## src/crc8_multi_model_engine_core_macros.svh

```systemverilog
// assertion macros for the crc-8 multi-model engine
`ifndef CRC8_MULTI_MODEL_ENGINE_CORE_MACROS_SVH
`define CRC8_MULTI_MODEL_ENGINE_CORE_MACROS_SVH

// same-cycle implication, checked on clk, quiet during reset
`define CRC8MM_ASSERT_IMP(label, ante, cons) \
	label: assert property (@(posedge clk) disable iff (!arst_n) (ante) |-> (cons)) \
		else $error("crc8mm same-cycle check failed");

// next-cycle implication, checked on clk, quiet during reset
`define CRC8MM_ASSERT_NEXT(label, ante, cons) \
	label: assert property (@(posedge clk) disable iff (!arst_n) (ante) |=> (cons)) \
		else $error("crc8mm next-cycle check failed");

`endif

```

## src/crc8mm_pkg.sv

```systemverilog
// types, model table and bit functions for the crc-8 multi-model engine
package crc8mm_pkg;

	localparam int CRC_W   = 8;
	localparam int MODEL_W = 3;

	// model codes
	localparam logic [MODEL_W-1:0] MODEL_STANDARD = 3'd0;
	localparam logic [MODEL_W-1:0] MODEL_ITU      = 3'd1;
	localparam logic [MODEL_W-1:0] MODEL_ROHC     = 3'd2;
	localparam logic [MODEL_W-1:0] MODEL_MAXIM    = 3'd3;
	localparam logic [MODEL_W-1:0] MODEL_NONE     = 3'd4;

	// configuration register indexes
	localparam logic REG_MODEL  = 1'b0;
	localparam logic REG_VERIFY = 1'b1;

	localparam logic [CRC_W-1:0] POLY_CCITT = 8'h07;
	localparam logic [CRC_W-1:0] POLY_MAXIM = 8'h31;
	localparam logic [CRC_W-1:0] XOR_ITU    = 8'h55;
	localparam logic [CRC_W-1:0] INIT_ROHC  = 8'hFF;
	localparam logic [CRC_W-1:0] CRC_MSB    = 8'h80;

	typedef struct packed {
		logic [CRC_W-1:0] poly;
		logic [CRC_W-1:0] init;
		logic [CRC_W-1:0] xorout;
		logic             reflect;
	} crc_model_t;

	// per-item control into the datapath
	typedef struct packed {
		logic             starting;
		logic             last;
		logic             verify;
		logic [MODEL_W-1:0] model;
	} dp_ctrl_t;

	// datapath results
	typedef struct packed {
		logic [CRC_W-1:0] crc_value;
		logic             crc_match;
		logic [CRC_W-1:0] running_next;
	} dp_result_t;

	function automatic crc_model_t model_lookup(input logic [MODEL_W-1:0] code);
		crc_model_t m;
		m = '{poly: '0, init: '0, xorout: '0, reflect: 1'b0};
		unique case (code)
			MODEL_STANDARD: m = '{poly: POLY_CCITT, init: '0, xorout: '0, reflect: 1'b0};
			MODEL_ITU:      m = '{poly: POLY_CCITT, init: '0, xorout: XOR_ITU, reflect: 1'b0};
			MODEL_ROHC:     m = '{poly: POLY_CCITT, init: INIT_ROHC, xorout: '0, reflect: 1'b1};
			MODEL_MAXIM:    m = '{poly: POLY_MAXIM, init: '0, xorout: '0, reflect: 1'b1};
			default:        m = '{poly: '0, init: '0, xorout: '0, reflect: 1'b0};
		endcase
		return m;
	endfunction

	function automatic logic [CRC_W-1:0] rev8(input logic [CRC_W-1:0] v);
		logic [CRC_W-1:0] r;
		for (int i = 0; i < CRC_W; i++) begin
			r[i] = v[CRC_W-1-i];
		end
		return r;
	endfunction

	// eight msb-first shifts of the crc register
	function automatic logic [CRC_W-1:0] shift8(input logic [CRC_W-1:0] c,
		input logic [CRC_W-1:0] poly);
		logic [CRC_W-1:0] r;
		r = c;
		for (int i = 0; i < CRC_W; i++) begin
			if ((r & CRC_MSB) != '0) begin
				r = {r[CRC_W-2:0], 1'b0} ^ poly;
			end else begin
				r = {r[CRC_W-2:0], 1'b0};
			end
		end
		return r;
	endfunction

endpackage

```

## src/crc8mm_datapath.sv

```systemverilog
// byte-wide crc update, finish and verify compare
module crc8mm_datapath
	import crc8mm_pkg::*;
(
	input  dp_ctrl_t         ctrl,
	input  logic [CRC_W-1:0] running_crc,
	input  logic [CRC_W-1:0] data_byte,
	output dp_result_t       res
);

	crc_model_t       m;
	logic [CRC_W-1:0] crc_start;
	logic [CRC_W-1:0] din;
	logic [CRC_W-1:0] crc_upd;
	logic [CRC_W-1:0] fin_upd;
	logic [CRC_W-1:0] fin_start;

	always_comb begin
		m         = model_lookup(ctrl.model);
		crc_start = ctrl.starting ? m.init : running_crc;
		din       = m.reflect ? rev8(data_byte) : data_byte;
		crc_upd   = shift8(crc_start ^ din, m.poly);
		fin_upd   = (m.reflect ? rev8(crc_upd) : crc_upd) ^ m.xorout;
		fin_start = (m.reflect ? rev8(crc_start) : crc_start) ^ m.xorout;

		if (ctrl.last && ctrl.verify) begin
			// final byte is the stored crc, not data
			res.running_next = crc_start;
			if (ctrl.starting) begin
				res.crc_value = '0;
				res.crc_match = 1'b0;
			end else begin
				res.crc_value = fin_start;
				res.crc_match = (fin_start == data_byte);
			end
		end else begin
			res.running_next = crc_upd;
			res.crc_value    = fin_upd;
			res.crc_match    = 1'b0;
		end
	end

endmodule

```

## src/crc8_multi_model_engine_core.sv

```systemverilog
// top level of the crc-8 multi-model engine: item registers, crc state, result register
//
//  channel | dir | handshake          | payload
//  --------+-----+--------------------+------------------------------------------
//  s_*     | in  | s_tvalid/s_tready  | s_tdata = data_byte, s_tlast = last_byte
//  m_*     | out | m_tvalid/m_tready  | m_tdata = crc_value, m_tuser = crc_match
//  cfg_*   | in  | cfg_wen            | cfg_index 0 model, 1 verify_mode
//
// one item per cycle sustained unless a held result stops a final byte; the byte-wide
// xor network between the input register and the result register also feeds the
// running crc register; a final byte goes via the input register to the result register
// a non-final item leaves the input register at once, so only a held result
// stops the input side, and only when a final byte is waiting behind it
// arst_n clears valids, message flag, running crc and configuration
module crc8_multi_model_engine_core
	import crc8mm_pkg::*;
(
	input  logic               clk,
	input  logic               arst_n,
	// slave item stream
	input  logic               s_tvalid,
	output logic               s_tready,
	input  logic [CRC_W-1:0]   s_tdata,   // [7:0] data_byte
	input  logic               s_tlast,   // last_byte
	// master result stream
	output logic               m_tvalid,
	input  logic               m_tready,
	output logic [CRC_W-1:0]   m_tdata,   // [7:0] crc_value
	output logic               m_tuser,   // [0] crc_match
	// configuration writes
	input  logic               cfg_wen,
	input  logic               cfg_index,
	input  logic [MODEL_W-1:0] cfg_wdata
);

	// configuration registers
	logic [MODEL_W-1:0] model_q;
	logic               verify_mode_q;

	// input register
	logic               valid_s1;
	logic [CRC_W-1:0]   data_s1;
	logic               last_s1;

	// message state
	logic [CRC_W-1:0]   running_crc_q;
	logic               in_message_q;

	logic               advance;
	dp_ctrl_t           ctrl;
	dp_result_t         res;

	always_ff @(posedge clk or negedge arst_n) begin
		if (!arst_n) begin
			model_q       <= MODEL_STANDARD;
			verify_mode_q <= 1'b0;
		end else if (cfg_wen) begin
			unique case (cfg_index)
				REG_MODEL:  model_q       <= cfg_wdata;
				REG_VERIFY: verify_mode_q <= cfg_wdata[0];
				default:    ;
			endcase
		end
	end

	// a final byte needs room in the result register
	assign advance  = valid_s1 && (!last_s1 || !m_tvalid || m_tready);
	assign s_tready = !valid_s1 || advance;

	always_ff @(posedge clk or negedge arst_n) begin
		if (!arst_n) begin
			valid_s1 <= 1'b0;
		end else if (s_tready) begin
			valid_s1 <= s_tvalid;
		end
	end

	// payload, no reset needed
	always_ff @(posedge clk) begin
		if (s_tvalid && s_tready) begin
			data_s1 <= s_tdata;
			last_s1 <= s_tlast;
		end
	end

	assign ctrl = '{starting: !in_message_q, last: last_s1, verify: verify_mode_q,
		model: model_q};

	crc8mm_datapath u_datapath (
		.ctrl        (ctrl),
		.running_crc (running_crc_q),
		.data_byte   (data_s1),
		.res         (res)
	);

	// running crc and the start-of-message flag move with each item
	always_ff @(posedge clk or negedge arst_n) begin
		if (!arst_n) begin
			running_crc_q <= '0;
			in_message_q  <= 1'b0;
		end else if (advance) begin
			running_crc_q <= res.running_next;
			in_message_q  <= !last_s1;
		end
	end

	// result register
	always_ff @(posedge clk or negedge arst_n) begin
		if (!arst_n) begin
			m_tvalid <= 1'b0;
		end else if (advance && last_s1) begin
			m_tvalid <= 1'b1;
		end else if (m_tready) begin
			m_tvalid <= 1'b0;
		end
	end

	always_ff @(posedge clk) begin
		if (advance && last_s1) begin
			m_tdata <= res.crc_value;
			m_tuser <= res.crc_match;
		end
	end

`include "crc8_multi_model_engine_core_macros.svh"

	// a data byte leaves the block inside a message
	`CRC8MM_ASSERT_NEXT(a_mid_msg, advance && !last_s1, in_message_q && !$rose(m_tvalid))
	// a final byte closes the message and posts a result
	`CRC8MM_ASSERT_NEXT(a_last_result, advance && last_s1, m_tvalid && !in_message_q)
	// the input side only stalls behind a held result
	`CRC8MM_ASSERT_IMP(a_stall_cause, valid_s1 && !s_tready, last_s1 && m_tvalid && !m_tready)

endmodule

```

## config.mk

```make
export PLATFORM = sky130hd
export DESIGN_NAME = crc8_multi_model_engine_core
export DESIGN_NICKNAME = d
export VERILOG_FILES = /design/src/crc8mm_pkg.sv /design/src/crc8mm_datapath.sv /design/src/crc8_multi_model_engine_core.sv
export VERILOG_INCLUDE_DIRS = /design/src /design/src/src
export SDC_FILE = /design/constraint.sdc
export NUM_CORES = 1
export LEC_CHECK = 0
export ABC_CLOCK_PERIOD_IN_PS = 10300
export BUFFER_PORTS_ARGS = -buffer_cell sky130_fd_sc_hd__buf_2
export CORE_UTILIZATION = 35
export CTS_CLUSTER_DIAMETER = 80
export DETAILED_ROUTE_END_ITERATION = 8
export HOLD_SLACK_MARGIN = 0.08
export PLACE_DENSITY = 0.5
export SYNTH_ARGS = -nofsm -noshare
export SYNTH_HDL_FRONTEND = slang
export SYNTH_HIERARCHICAL = 1
export SYNTH_SLANG_ARGS = --single-unit
```

## constraint.sdc

```tcl
create_clock -name clk -period 10.3 [get_ports clk]
set_clock_uncertainty 0.05 [all_clocks]
set_input_delay 2.06 -clock clk [delete_from_list [all_inputs] [get_ports clk]]
set_output_delay 2.06 -clock clk [all_outputs]
set_load 0.05 [all_outputs]
```

==> reports/qor.csv <==
metric;value;unit
hold depth;2;
Hold Crit Class;reg -> reg;
relative slew slack;46.3;%
Wirelength per Cell;17.6;um
Post-synth EDFFs;18;
Yosys top cell area share;18.4;%
Data arrival, critical path;2.68;ns
Synth area leaders;edfxtp_1, dfrtp_1, xnor2_1;
endpoints failing setup;0;
Clock transition at path regs;0.07;ns
antenna cells;0;
Remaining DRCs;0;
power per cell area;259;nW/um^2
num ports;29;
largest net degree at the start of global routing;27;
die area;8750;um^2
Max H-tree Level;2;
total CTS buffers;5;
Synth-to-Final Area Change;9.13;%
critical path type;in -> out;
# fillers;829;
sequential area share after synthesis;31.2;%
HPWL Detailed;5740;um
worst slew pin tran;0.806;ns
Sink Count;33;
DIE HEIGHT;93.5;um
Final period util;46.5;%
FF-to-FF setup slack;6.02;ns
Max Transition Viols Final;0;
count leader, synth;nand2_1;
setup TNS;0;ns
MaxCap Viol Count;0;
Cell variety after synth;69;
leading area contributor after synthesis;edfxtp_1;
post-layout util;39.1;%
Synthesized Nets;331;
static leakage;1.24;nW
Placed Cells;429;
wire length of the first global-routing pass;12600;um
grt ovf;0;
Setup crit start kind;input port;
Synth Register Bits;33;
Nets;349;
Hold Buf Count CTS;0;
# resized after CTS;0;
minimum clock period;4.79;ns
Root Driver;clkbuf_8;
via count;2427;
FF-to-FF path depth;11;
# Post-CTS Setup Buffers;0;
fmax;209;MHz
RSZ-0062 raised after global routing;false;
layout cells sized above 1;22.9;%
crit-path cells;buf_2, nor2b_4, nand3_1, buf_2;
DRT iter0 DRCs;172;
crit-path max FO;5;
Detail Route Antenna Nets;0;
GRT Resource Usage Total;19.2;%
vias in the first global route;2386;
Post-Synthesis Cells;313;
Skew-Pair Late Insertion Delay;0.28;ns
final instance count without filler cells;437;
Post-synth top cells;nand2_1, xnor2_1, nor2_1;
initial antenna violation count;0;
clock buffer depth;2;
Post-synth ARST share;45.5;%
Fin. Hold Viols;0;
Worst path most repeated cell;buf_2;
ys flop type;edfxtp_1;
status;complete, no violations;
DRT Wirelength;7710;um
Max stage delay on crit path;0.24;ns
CORE AREA;8180;um^2
# port buffers;28;
yosys warns;6;
Die Wd;93.5;um
CP required;8.19;ns
Initial Utilization;35.9;%
CTS tree;done;
Crit. End Element;output pin;
Pre-antenna DRT Iters;5;
Placer Congestion;0.866;
mean area per synthesized cell;9.37;um^2
Synth Cell Area;2930;um^2
CP max-delay cell;buf_2;
Row Count;33;
Peak VDD IR;0.0730;mV
routed vias/inst;5.55;
path summary, 6_finish.rpt:
path	startpoint	end
max in group asynchronous	arst_n	running_crc_q[1]
min in group asynchronous	arst_n	verify_mode_q
hold reg to reg	in_message_q	in_message_q
hold / removal	in_message_q	in_message_q
setup reg to reg	model_q[2]	running_crc_q[5]
setup / recovery	m_tready	s_tready
cell type report:
cell class,instances,area (um^2),area share [%]
multi-input combinational,253,1890,59.0
tap,105,131,4.11
inverter,9,33.8,1.06
sequential,33,916,28.6
timing repair buffer,29,148,4.61
clock inverter,2,10.0,0.313
clock buffer,6,72.6,2.27
cell families (layout without fill, tap and decap cells):
group | after synthesis | count (layout) | share of synthesized area (%)
compound gates | 78 | 78 | 20.6
xor+xnor | 55 | 55 | 18.4
buf+inv | 27 | 46 | 4.35
flops | 33 | 33 | 31.2
mux | 17 | 17 | 7.77
simple gates | 103 | 103 | 17.6
cells in the final DEF (no fill, tap or decap), types with 3 or more instances in the layout:
cell      count
a22o_1        3
o21ai_0      13
nor2_1       22
nand3b_1      3
or3_1         3
mux2_2        4
buf_2        28
mux2i_1       4
mux2_4        8
nand3_1       5
nor3_1        7
clkbuf_8      5
o21ai_1       3
inv_1         7
and3_1        5
xnor2_2       5
xnor2_1      28
edfxtp_1     18
xor2_1       20
a31oi_1       5
a21oi_1      21
nand2_1      35
o22ai_1       5
dfrtp_1      15
nand2b_1      3
nor2b_1       6
metrics by stage:
stage          hold slack (ns)  setup WS [ns]  power (W)  cell area, um^2
2_1_floorplan            0.422           5.58   0.000634             2930
5_1_grt                  0.559           5.44   0.000887             3200
6_report                 0.485           5.51   0.000828             3200
3_5_place_dp             0.469           5.50   0.000733             3120
4_1_cts                  0.486           5.50   0.000829             3200
3_3_place_gp             0.462           5.52   0.000734             3120
registers in the layout (all words and copies together) (netlist names):
| signal | cells |
|---|---|
| model_q | 3 |
| m_tdata | 8 |
| verify_mode_q | 1 |
| last_s1 | 1 |
| m_tuser | 1 |
| m_tvalid | 1 |
| valid_s1 | 1 |
| data_s1 | 8 |
| in_message_q | 1 |
| running_crc_q | 8 |
critical path: cells and delay by family:
| kind | cells | cell delay [ns] |
|---|---|---|
| buffers and inverters | 2 | 0.35 |
| AND/OR/NAND/NOR | 2 | 0.26 |
where the power goes:
group,switching [W],leakage (nW),internal [W]
clock,0.0000449,0.0450,0.0000468
combinational,0.000302,0.840,0.000228
sequential,0.0000359,0.358,0.000170
total,0.000383,1.24,0.000445
routing by layer:
metal,routed length [um],global-route usage (%),up-vias
met5,0,0,-
met4,162,5.90,0
met3,456,3.41,14
met2,3640,31.7,82
met1,3450,25.3,1172
li1,-,-,1159
Note: power is estimated with default switching activity, not from simulation.
